[src/rtl/core/sblru_pkg.sv]
// package for the size budget lru cache: payload structs, codes, constants
// no dependencies
`timescale 1ns / 1ps
package sblru_pkg;
   localparam int DefEntries = 32;
   localparam logic [31:0] BudgetReset = 32'd4194304;
   localparam logic [3:0] BppReset = 4'd2;
   localparam int CsrIdxW = 1;
   localparam logic [CsrIdxW-1:0] CsrBudget = 1'b0;
   localparam logic [CsrIdxW-1:0] CsrBpp = 1'b1;

   typedef enum logic [1:0] {
      KIND_HIT = 2'd0, KIND_EVICT = 2'd1, KIND_LOAD = 2'd2, KIND_REJECT = 2'd3
   } kind_type;

   typedef struct packed {
      logic        op;
      logic [15:0] item_id;
      logic [23:0] pixel_count;
      logic        reload;
   } req_type;

   typedef struct packed {
      logic [1:0]  kind;
      logic [15:0] item_id_out;
      logic [31:0] item_bytes;
      logic [31:0] used_bytes;
      logic [5:0]  entry_count;
      logic        last;
   } rsp_type;

   // classified transaction handed from front to back
   typedef struct packed {
      logic        op;
      logic [15:0] item_id;
      logic [31:0] bytes;
      logic        reload;
   } job_type;

   typedef enum logic [2:0] {
      ST_IDLE, ST_LOOK, ST_DECIDE, ST_EVICT, ST_LOAD, ST_EMIT
   } state_type;
endpackage

[src/rtl/core/sblru_front.sv]
// front: accepts requests, computes byte size, buffers up to two jobs in a short queue
// depends on sblru_pkg
`timescale 1ns / 1ps
module sblru_front (
   input  logic                clock,
   input  logic                reset,
   input  logic [3:0]          bpp,
   input  logic                req_valid,
   output logic                req_stall,
   input  sblru_pkg::req_type  req_data,
   output logic                job_valid,
   input  logic                job_take,
   output sblru_pkg::job_type  job_data
);
   import sblru_pkg::*;
   job_type q_ff [2];
   job_type job_in;
   logic [1:0] cnt_ff, cnt_in;
   logic rd_ff, rd_in, wr_ff, wr_in;
   logic push, pop;

   assign req_stall = (cnt_ff == 2'd2);
   assign push = req_valid && !req_stall;
   assign job_valid = (cnt_ff != 2'd0);
   assign pop = job_valid && job_take;
   assign job_data = q_ff[rd_ff];

   // size computation and queue pointer next values
   always_comb begin
      job_in.op = req_data.op;
      job_in.item_id = req_data.item_id;
      job_in.bytes = 32'({4'd0, req_data.pixel_count} * {24'd0, bpp});
      job_in.reload = req_data.reload;
      cnt_in = cnt_ff + {1'b0, push} - {1'b0, pop};
      rd_in = rd_ff ^ pop;
      wr_in = wr_ff ^ push;
   end

   // queue pointers
   always_ff @(posedge clock) begin
      if (reset) begin
         cnt_ff <= '0;
         rd_ff <= 1'b0;
         wr_ff <= 1'b0;
      end else begin
         cnt_ff <= cnt_in;
         rd_ff <= rd_in;
         wr_ff <= wr_in;
      end
   end

   // queue storage
   always_ff @(posedge clock) begin
      if (push) q_ff[wr_ff] <= job_in;
   end
endmodule

[src/rtl/core/sblru_back.sv]
// back: slot table, lookup, eviction and rank update, result register
// depends on sblru_pkg
`timescale 1ns / 1ps
module sblru_back #(
   parameter int ENTRIES = sblru_pkg::DefEntries
) (
   input  logic                clock,
   input  logic                reset,
   input  logic [31:0]         budget,
   input  logic                job_valid,
   output logic                job_take,
   input  sblru_pkg::job_type  job_data,
   output logic                rsp_valid,
   input  logic                rsp_stall,
   output sblru_pkg::rsp_type  rsp_data
);
   import sblru_pkg::*;
   localparam int IW = (ENTRIES > 1) ? $clog2(ENTRIES) : 1;
   localparam int CW = $clog2(ENTRIES + 1);

   logic [15:0] id_ff [ENTRIES];
   logic [31:0] by_ff [ENTRIES];
   logic [IW-1:0] rk_ff [ENTRIES];
   logic [ENTRIES-1:0] val_ff;
   logic [31:0] used_ff, used_in;
   logic [CW-1:0] cnt_ff, cnt_in;

   state_type st_ff, st_in;
   job_type job_ff;
   logic [ENTRIES-1:0] hitv_ff, rkv_ff;
   logic hit_c;
   logic [IW-1:0] fidx_ff;
   rsp_type rsp_ff, rsp_in;
   logic rv_ff;
   logic emit_ev, emit_fin;
   logic [1:0] fkind;
   logic [IW-1:0] want_rank;
   logic [IW-1:0] tidx_c, fidx_c, hidx_c;
   logic do_evict, ev_last;

   assign rsp_valid = rv_ff;
   assign rsp_data = rsp_ff;
   assign job_take = (st_ff == ST_IDLE) && !rv_ff;
   assign hit_c = |hitv_ff;

   // rank to look for during eviction
   assign want_rank = job_ff.op ? '0 : IW'(cnt_ff - 1'b1);

   // encoders over registered match vectors and valid bits
   always_comb begin
      tidx_c = '0;
      hidx_c = '0;
      fidx_c = '0;
      for (int i = ENTRIES - 1; i >= 0; i--) begin
         if (rkv_ff[i]) tidx_c = IW'(i);
         if (hitv_ff[i]) hidx_c = IW'(i);
         if (!val_ff[i]) fidx_c = IW'(i);
      end
   end

   // eviction needed
   always_comb begin
      if (job_ff.op) do_evict = (cnt_ff != '0);
      else do_evict = (cnt_ff != '0) &&
         (({1'b0, used_ff} + {1'b0, job_ff.bytes} >= {1'b0, budget}) ||
          (cnt_ff >= CW'(ENTRIES)));
      ev_last = job_ff.op && (cnt_ff == CW'(1));
   end

   // next state
   always_comb begin
      st_in = st_ff;
      case (st_ff)
         ST_IDLE: if (job_valid && job_take) st_in = ST_LOOK;
         ST_LOOK: st_in = ST_DECIDE;
         ST_DECIDE: begin
            if (rv_ff) st_in = ST_DECIDE;
            else if (job_ff.op) st_in = (cnt_ff == '0) ? ST_IDLE : ST_EVICT;
            else if (hit_c && job_ff.reload) st_in = ST_LOOK;
            else if (hit_c) st_in = ST_IDLE;
            else if (job_ff.bytes >= budget) st_in = ST_IDLE;
            else if (do_evict) st_in = ST_EVICT;
            else st_in = ST_LOAD;
         end
         ST_EVICT: if (!rv_ff) st_in = ST_LOOK;
         ST_LOAD: if (!rv_ff) st_in = ST_IDLE;
         default: st_in = ST_IDLE;
      endcase
   end

   // result outputs
   always_comb begin
      emit_ev = 1'b0;
      emit_fin = 1'b0;
      fkind = KIND_HIT;
      rsp_in = rsp_ff;
      used_in = used_ff;
      cnt_in = cnt_ff;
      case (st_ff)
         ST_DECIDE: begin
            if (!rv_ff && !job_ff.op) begin
               if (hit_c && job_ff.reload) emit_ev = 1'b1;
               else if (hit_c) begin
                  emit_fin = 1'b1;
                  fkind = KIND_HIT;
               end else if (job_ff.bytes >= budget) begin
                  emit_fin = 1'b1;
                  fkind = KIND_REJECT;
               end
            end
         end
         ST_EVICT: if (!rv_ff) emit_ev = 1'b1;
         ST_LOAD: if (!rv_ff) begin
            emit_fin = 1'b1;
            fkind = KIND_LOAD;
         end
         default: ;
      endcase
      if (emit_ev) begin
         used_in = used_ff - by_ff[(st_ff == ST_EVICT) ? tidx_c : hidx_c];
         cnt_in = cnt_ff - 1'b1;
         rsp_in.kind = KIND_EVICT;
         rsp_in.item_id_out = id_ff[(st_ff == ST_EVICT) ? tidx_c : hidx_c];
         rsp_in.item_bytes = by_ff[(st_ff == ST_EVICT) ? tidx_c : hidx_c];
         rsp_in.last = ev_last && (st_ff == ST_EVICT);
      end
      if (emit_fin) begin
         if (fkind == KIND_LOAD) begin
            used_in = used_ff + job_ff.bytes;
            cnt_in = cnt_ff + 1'b1;
         end
         rsp_in.kind = fkind;
         rsp_in.item_id_out = job_ff.item_id;
         rsp_in.item_bytes = (fkind == KIND_HIT) ? by_ff[hidx_c] : job_ff.bytes;
         rsp_in.last = 1'b1;
      end
      rsp_in.used_bytes = used_in;
      rsp_in.entry_count = 6'(cnt_in);
   end

   // control registers
   always_ff @(posedge clock) begin
      if (reset) begin
         st_ff <= ST_IDLE;
         rv_ff <= 1'b0;
         val_ff <= '0;
         used_ff <= '0;
         cnt_ff <= '0;
      end else begin
         st_ff <= st_in;
         used_ff <= used_in;
         cnt_ff <= cnt_in;
         if (emit_ev || emit_fin) rv_ff <= 1'b1;
         else if (!rsp_stall) rv_ff <= 1'b0;
         if (emit_ev) val_ff[(st_ff == ST_EVICT) ? tidx_c : hidx_c] <= 1'b0;
         if (emit_fin && fkind == KIND_LOAD) val_ff[fidx_ff] <= 1'b1;
      end
   end

   // payload, match vectors and rank update
   always_ff @(posedge clock) begin
      rsp_ff <= rsp_in;
      if (job_valid && job_take) job_ff <= job_data;
      if (st_ff == ST_LOOK) begin
         for (int i = 0; i < ENTRIES; i++) begin
            hitv_ff[i] <= val_ff[i] && (id_ff[i] == job_ff.item_id);
            rkv_ff[i] <= val_ff[i] && (rk_ff[i] == want_rank);
         end
      end
      if (st_ff == ST_DECIDE) fidx_ff <= fidx_c;
      if (emit_ev) begin
         for (int i = 0; i < ENTRIES; i++)
            if (val_ff[i] &&
                rk_ff[i] > rk_ff[(st_ff == ST_EVICT) ? tidx_c : hidx_c])
               rk_ff[i] <= rk_ff[i] - 1'b1;
      end
      if (emit_fin && fkind == KIND_HIT) begin
         for (int i = 0; i < ENTRIES; i++)
            if (val_ff[i] && rk_ff[i] < rk_ff[hidx_c]) rk_ff[i] <= rk_ff[i] + 1'b1;
         rk_ff[hidx_c] <= '0;
      end
      if (emit_fin && fkind == KIND_LOAD) begin
         for (int i = 0; i < ENTRIES; i++)
            if (val_ff[i]) rk_ff[i] <= rk_ff[i] + 1'b1;
         rk_ff[fidx_ff] <= '0;
         id_ff[fidx_ff] <= job_ff.item_id;
         by_ff[fidx_ff] <= job_ff.bytes;
      end
   end
endmodule

[src/rtl/core/size_budget_lru_cache.sv]
// top level of the size budget lru cache: registers, front and back
// depends on sblru_pkg, sblru_front, sblru_back
// usage:
//   req_ channel carries op, item_id, pixel_count, reload (valid/stall)
//   rsp_ channel returns one transaction per event: hit, evict, load,
//   reject; last marks the final result of a request
//   csr_ port writes budget_bytes (index 0) and bytes_per_pixel (index 1)
// flow:
//   a hit passes through the queue, match compare, decide and emit
//   each eviction adds a rank match compare, decide and emit;
//   a clear repeats these for each resident entry
//   the slot match vectors are rebuilt once per event, which sets the rate
//   a two-entry queue lets requests arrive while the back works
// reset:
//   synchronous; cache empty, budget 4194304, bytes_per_pixel 2
// stall:
//   while rsp_stall is high the result register holds and the back waits
`timescale 1ns / 1ps
module size_budget_lru_cache #(
   parameter int ENTRIES = sblru_pkg::DefEntries
) (
   input  logic                clock,
   input  logic                reset,
   input  logic                csr_write,
   input  logic [sblru_pkg::CsrIdxW-1:0] csr_index,
   input  logic [31:0]         csr_data,
   input  logic                req_valid,
   output logic                req_stall,
   input  sblru_pkg::req_type  req_data,
   output logic                rsp_valid,
   input  logic                rsp_stall,
   output sblru_pkg::rsp_type  rsp_data
);
   import sblru_pkg::*;
   logic [31:0] budget_ff;
   logic [3:0] bpp_ff;
   logic job_valid, job_take;
   job_type job_data;

   // configuration registers
   always_ff @(posedge clock) begin
      if (reset) begin
         budget_ff <= BudgetReset;
         bpp_ff <= BppReset;
      end else if (csr_write) begin
         case (csr_index)
            CsrBudget: budget_ff <= csr_data;
            CsrBpp: bpp_ff <= csr_data[3:0];
            default: ;
         endcase
      end
   end

   sblru_front u_front (
      .clock, .reset, .bpp(bpp_ff), .req_valid, .req_stall, .req_data,
      .job_valid, .job_take, .job_data
   );

   sblru_back #(.ENTRIES(ENTRIES)) u_back (
      .clock, .reset, .budget(budget_ff), .job_valid, .job_take, .job_data,
      .rsp_valid, .rsp_stall, .rsp_data
   );
endmodule

[config.mk]
export PLATFORM = sky130hd
export DESIGN_NAME = size_budget_lru_cache
export DESIGN_NICKNAME = d
export VERILOG_FILES = /design/src/rtl/core/sblru_pkg.sv /design/src/rtl/core/sblru_front.sv /design/src/rtl/core/sblru_back.sv /design/src/rtl/core/size_budget_lru_cache.sv
export SDC_FILE = /design/constraint.sdc
export NUM_CORES = 2
export LEC_CHECK = 0
export BUFFER_PORTS_ARGS = -buffer_cell sky130_fd_sc_hd__buf_4
export CAP_MARGIN = 10
export CORE_MARGIN = 1.5
export CORE_UTILIZATION = 30
export DETAILED_ROUTE_END_ITERATION = 10
export GPL_TIMING_DRIVEN = 0
export HOLD_SLACK_MARGIN = 0.08
export PLACE_DENSITY = 0.55
export SYNTH_ARGS = -nofsm -noshare
export SYNTH_HDL_FRONTEND = slang
export SYNTH_SLANG_ARGS = --single-unit
[constraint.sdc]
create_clock -name clock -period 7.93 [get_ports clock]
set_input_delay 0.3965 -clock clock [delete_from_list [all_inputs] [get_ports clock]]
set_output_delay 0.3965 -clock clock [all_outputs]
set_load 0.01 [all_outputs]
# Yosys cells after proc, flatten, opt, wreduce, memory -nomap -nowiden
# Memories as Yosys holds them, arrays and structs flattened. A register that Yosys moved wholly into a read port is not among the register bits.
# Cells that the tools add are included.
dict set report op_classes {
  addsub 71
  mul 1
  n_reduce_logical 160
  order_cmp 71
  mux 503
  n_eq_ne 75
  bitwise 70
}
# cell count
set ops {}
lappend ops {{two-way mux 5 bit} 148}
lappend ops {{equality test 16 bit} 32}
lappend ops {{two-way mux 1 bit} 308}
lappend ops {{two-way mux 32 bit} 7}
lappend ops {{adder 5 x 1 -> 5 bit (second input constant)} 32}
lappend ops {{equality test 5 bit} 32}
lappend ops {{greater-than comparator 5 bit} 32}
lappend ops {{less-than comparator 5 bit} 32}
lappend ops {{subtractor 5 x 1 -> 5 bit (second input constant)} 32}
lappend ops {{logical AND 1 bit} 140}
lappend ops {{two-way mux 50 bit} 2}
lappend ops {{OR 1 bit} 64}
lappend ops {{two-way mux 3 bit} 13}
lappend ops {{adder 32 x 32 -> 33 bit} 1}
lappend ops {{greater-or-equal comparator 33 x 32 -> 1 bit} 1}
lappend ops {{adder 32 bit} 1}
lappend ops {{bitwise AND 32 bit} 1}
lappend ops {{greater-or-equal comparator 32 bit} 1}
lappend ops {{two-way mux 4 bit} 8}
lappend ops {{NOT 32 bit} 1}
lappend ops {{OR 32 bit} 1}
lappend ops {{OR reduction 32 bit} 1}
lappend ops {{subtractor 32 bit} 1}
lappend ops {{multiplier 24 x 4 -> 28 bit} 1}
lappend ops {{other kinds (35)} 59}
dict set report word_totals {
  memories 4
  ram_bits 1788
  register_bits 304
}
# memory words width read_ports rd_ports_with_merged_regs wr line_no
set mem_list {}
lappend mem_list {u_back.by_ff 32 32 2 0 1 sblru_back.sv:22} ;# logic [31:0] by_ff [ENTRIES];
lappend mem_list {u_back.id_ff 32 16 33 0 1 sblru_back.sv:21} ;# logic [15:0] id_ff [ENTRIES];
lappend mem_list {u_back.rk_ff 32 5 34 0 33 sblru_back.sv:23} ;# logic [IW-1:0] rk_ff [ENTRIES];
lappend mem_list {u_front.q_ff 2 46 1 1 1 sblru_front.sv:16} ;# job_type q_ff [2];

# Longest topological paths before layout
dict set report logic_depth {
  word_depth 43
  ltp_mapped 34
  depth_no_buf 33
}

# Modules after synthesis
# A second synthesis with hierarchy kept.
dict set report unflattened {
  cells_unflattened 12182
  hier_area_um2 120408.0
}
# module cells_each area_per_inst_um2 instances
set modules_own_cells {}
lappend modules_own_cells {sblru_back 11424 112072.5 1}
lappend modules_own_cells {sblru_front 599 6713.9 1}
lappend modules_own_cells {size_budget_lru_cache 159 1621.6 1}

# Least setup slack after synthesis
# OpenSTA, ideal clock, no wires.
dict set report synth_path {
  kind {flip-flop to flip-flop}
  startpoint {register u_back.rkv_ff[13]}
  endpoint {memory u_back.rk_ff[30][3] (netlist name)}
  t_arrival_ns 8.601
  path_slack_ns -0.795
  stages_incl_launch_ff 26
  setup_time_ns 0.124
  n_path_buf 9
  cell_sequence {edfxtp_1 > nor4_1 > o31a_1 > o211ai_2 > o21ai_4 > a21o_4 > buf_6 > buf_4 > buf_6 > buf_2 > buf_2 > clkbuf_1 > clkbuf_1 > buf_1 > buf_1 > nand2_1 > a31oi_1 > o22ai_1 > nor4_1 > ha_1 > and4_1 > a2111oi_0 > nor4b_1 > a41oi_1 > xor2_1 > nor2_1}
}
# item line_no
set synth_lines {}
lappend synth_lines {{from (decl)} sblru_back.sv:30} ;# logic [ENTRIES-1:0] hitv_ff, rkv_ff;
lappend synth_lines {{from (signal, indexed assignment)} sblru_back.sv:167} ;# rkv_ff[i] <= val_ff[i] && (rk_ff[i] == want_rank);
lappend synth_lines {{to (decl)} sblru_back.sv:23}

==> impl_metrics.py <==
metrics = {
    "placed_design": {
        "place.gp.congestion": 1.05,
        "placedCellCount": 14500,
        "placement.cell_area_um2": 115000,
        "dp_worst_setup_slack_ps": -3490,
        "numPortBuffers": 166,
        "post-dp-hpwl_mm": 353,
    },
    "timing": {
        "setup_viol": 0,
        "tightestPinTransition_ps": 1630,
        "finalHoldViolations": 0,
        "fmax_mhz": 127,
        "maxSlewHeadroom_pct": -8.84,
        "fin_ws_ps": 68.0,
        "grt_setup_unrepaired": "no",
        "finalClockSkew_ps": 134,
        "fin_crit_sh_pct": 99.1,
        "setup_tns_ps": 0,
        "fin_crit_ps": 7860,
        "slew_viol_final": 27,
    },
    "setup_path": {
        "critical_path_class": "reg2reg",
        "r2r_cells": 27,
        "cp-start-kind": "flop",
        "setup.worst_path.end_class": "flop",
        "r2r_start": "u_back.hitv_ff[29]",
        "r2r-end": "u_back.rk_ff[18][3]",
        "critPathArrivalTime_ps": 8630,
        "timing.reg2reg.setup_slack_ps": 70,
        "path_common_cell": "a21oi_1",
        "crit_family": "compound AO/OA/AOI/OAI gates",
        "cp.depth": 27,
        "crit_required_ps": 8690,
        "path_max_fanout": 28,
        "critical_path.max_stage_delay_ps": 940,
        "slowest_stage": "clkbuf_1",
        "crit_buf_inv": 7,
    },
    "cts": {
        "clock_path_buffers": 4,
        "cts_inserted_buffers": 226,
        "htreeDepth": 4,
        "cts_num_sinks": 1974,
        "cts_tree": "yes",
        "cts_root_buf": "clkbuf_16",
        "clk_latency_ps": 970,
        "cts.clk_slew.worst_paths_ps": 60,
    },
    "die": {
        "die_h_um": 594,
        "chipWidth_um": 594,
        "rows": 216,
        "start_util_pct": 30.2,
        "pin_count": 171,
        "die-area_um2": 352000,
        "core_area_um2": 347000,
    },
    "cells_and_area": {
        "synthToLayoutAreaGrowth_pct": 18.8,
        "postLayoutCellArea_um2": 124000,
        "nNetsFinal": 10900,
        "fillerInstances": 34500,
        "multi_input_comb_area_um2": 45300,
        "drive_gt1_share_pct": 10.9,
        "seqCellArea_um2": 56100,
        "stdcell_count": 15000,
    },
    "synth": {
        "synthArstFlopShare_pct": 0,
        "synth_top_family_by_area": "simple AND/OR/NAND/NOR gates",
        "yosys-top-cells-area": "edfxtp_1, ha_1, dfxtp_1",
        "synth_area_per_cell_um2": 10.9,
        "synthesis.area_um2": 105000,
        "synth_common_cells": "nand2_1, edfxtp_1, xnor2_1, ha_1, nand3_1",
        "synth_top_area_share_pct": 47.7,
        "synth_warnings": 0,
        "synthMuxAreaShare_pct": 2.84,
        "synth_cell_types": 112,
        "synth_fa_ha_area_share_pct": 7.41,
        "synth_compound_area_share_pct": 10.2,
        "synth_simple_gate_area_share_pct": 15.0,
        "synthCells": 9597,
        "seq_area_frac_synth_pct": 53.7,
        "synth_ff_type": "edfxtp_1",
        "synth-edff-count": 1661,
        "synthMostInstantiatedCell": "nand2_1",
        "synth_xor_area_share_pct": 7.49,
        "yosys.area.top_type": "edfxtp_1",
        "synth_seq_cells": 1974,
    },
    "grt": {
        "grt_pass1_vias": 79800,
        "grt_busiest_layer": "met2",
        "grt_pass1_wl_mm": 657,
        "grt_max_degree": 36,
        "gr-usage-met2_pct": 38.6,
        "grt_use_total_pct": 26.7,
        "grtUsageMet3_pct": 7.89,
        "overflow": 0,
        "antenna_found_initial": 36,
        "grt_use_met1_pct": 35.3,
    },
    "detailed_routing": {
        "drtIter0Drc": 13600,
        "routed_wl_mm": 488,
        "wl_per_cell_um": 32.5,
        "via_count": 86000,
        "drtPass1Iterations": 8,
        "route.detailed.drc": 0,
        "viasPerCell": 5.73,
        "ant_nets": 0,
    },
    "run": {
        "max_cap_viol_count": 3,
    },
    "status": {
        "violations": "max-capacitance violations, max-slew violations",
        "status": "complete, but fails checks",
    },
    "worst_hold_path": {
        "min_from": "req_data[3]",
        "hp-class": "in2reg",
        "holdPathStages": 4,
        "hold_path_end": "u_front.q_ff[0][3]",
    },
    "power": {
        "powerDensity_nw_per_um2": 377,
        "leakage_nw": 45.9,
        "ir_drop_uv": 271,
    },
}
area by class of cell:
type                    count  area share (%)
well taps                4578            4.61
multi-input cells        6741            36.5
clock inverters           117           0.908
inverters                 339            1.09
diodes                     14          0.0282
plain buffers             532            2.22
flip-flops and latches   1974            45.2
repair buffers            424            4.64
clock buffers             284            4.82
stage by stage:
stage                     hold slack (ps)  util, %  power (mW)
after detailed placement              448     33.3        35.0
after floorplan                       436        -        24.6
final                                 119     35.8        46.9
after CTS                            87.2     35.7        45.7
after global placement                444     32.2        33.6
after global routing                  142     35.8        47.9
power breakdown:
| part | leakage, nW | switching [mW] | internal (mW) |
|---|---|---|---|
| logic | 24.8 | 15.3 | 7.12 |
| registers | 17.6 | 1.04 | 12.9 |
| clock network | 3.47 | 4.51 | 5.93 |
| total | 45.9 | 20.9 | 26.0 |
worst max path at each step:
stage,from,end,slack [ps]
floorplan,u_back.rkv_ff[13],u_back.rk_ff[30][3],390
global placement,u_back.hitv_ff[30],u_back.rk_ff[30][3],-8010
detailed placement,u_back.rkv_ff[30],u_back.rsp_data[38],-3490
CTS,u_back.st_ff[2],u_back.used_ff[30],1
global route,u_back.hitv_ff[30],u_back.used_ff[19],3
finish,u_back.hitv_ff[29],u_back.rk_ff[18][3],70
logic make-up (layout without fill, tap and decap cells):
logic type,after synthesis,count (layout)
multiplexers,284,284
flip-flops,1974,1974
buffers and inverters,886,1696
XOR/XNOR,895,895
AND/OR/NAND/NOR,3412,3413
AO/OA/AOI/OAI,1561,1561
other,1,18
adder cells (fa/ha/maj),584,584
placed cells by master (no fill, tap or decap), types with 94 or more instances in the layout:
cell	count
nand2_1	1664
edfxtp_1	1661
xnor2_1	536
ha_1	510
nand3_1	414
nor2_1	392
xor2_1	359
dfxtp_1	313
inv_1	307
clkbuf_1	293
a21oi_1	283
a31oi_1	228
clkbuf_16	227
o21ai_0	224
buf_4	222
and3_1	197
mux2i_1	195
a211oi_1	194
nand4_1	154
o21a_1	141
nor3_1	131
nor4_1	102
buf_16	94
per-layer routing:
layer  up-vias  part of all wire [%]
met5         -                 0.029
met4        16                   6.9
met3      1338                    13
met2      6025                    41
met1     42500                    39
li1      36100                     -
worst register-to-register path, stage by stage, from the launching register on:
cell       delay [ps]
edfxtp_1          460
nor2_1            120
a221oi_1          100
o21bai_2          260
a21oi_1           130
o211ai_1          370
buf_6             300
o21a_2            320
buf_6             360
clkbuf_4          390
buf_4             310
clkbuf_4          400
clkbuf_1          960
a21oi_1           380
o22ai_1           460
nor4_4            130
buf_4             190
ha_1              180
nor2b_1           110
o21a_1            110
o21ai_0            70
nand2b_1           80
a21oi_1            70
a2111oi_1         840
nor4b_1           320
a41oi_1            90
xor2_1            170
nor2_1             50
timing repair:
| item | CTS | global route |
|---|---|---|
| resized for setup | 323 | 62 |
| gates cloned | 1 | 0 |
| hold buffers | 64 | 0 |
| setup endpoints to repair | 273 | 111 |
| endpoints found under the hold margin | 83 | 0 |
| setup buffers | 16 | 5 |
| pin swaps | 9 | 8 |
flip-flops by register name, summed over array words and instances (netlist names), 2 cells and up:
signal	count
u_back.hitv_ff	32
u_back.rk_ff	160
u_back.rkv_ff	32
u_back.fidx_ff	5
budget_ff	32
u_back.used_ff	32
u_back.rsp_data	85
bpp_ff	4
u_back.job_ff	46
u_front.cnt_ff	2
u_back.id_ff	512
u_back.cnt_ff	6
u_back.val_ff	32
u_back.st_ff	3
u_front.q_ff	92
u_back.by_ff	896
No activity file was read; power rests on OpenSTA's default activity.
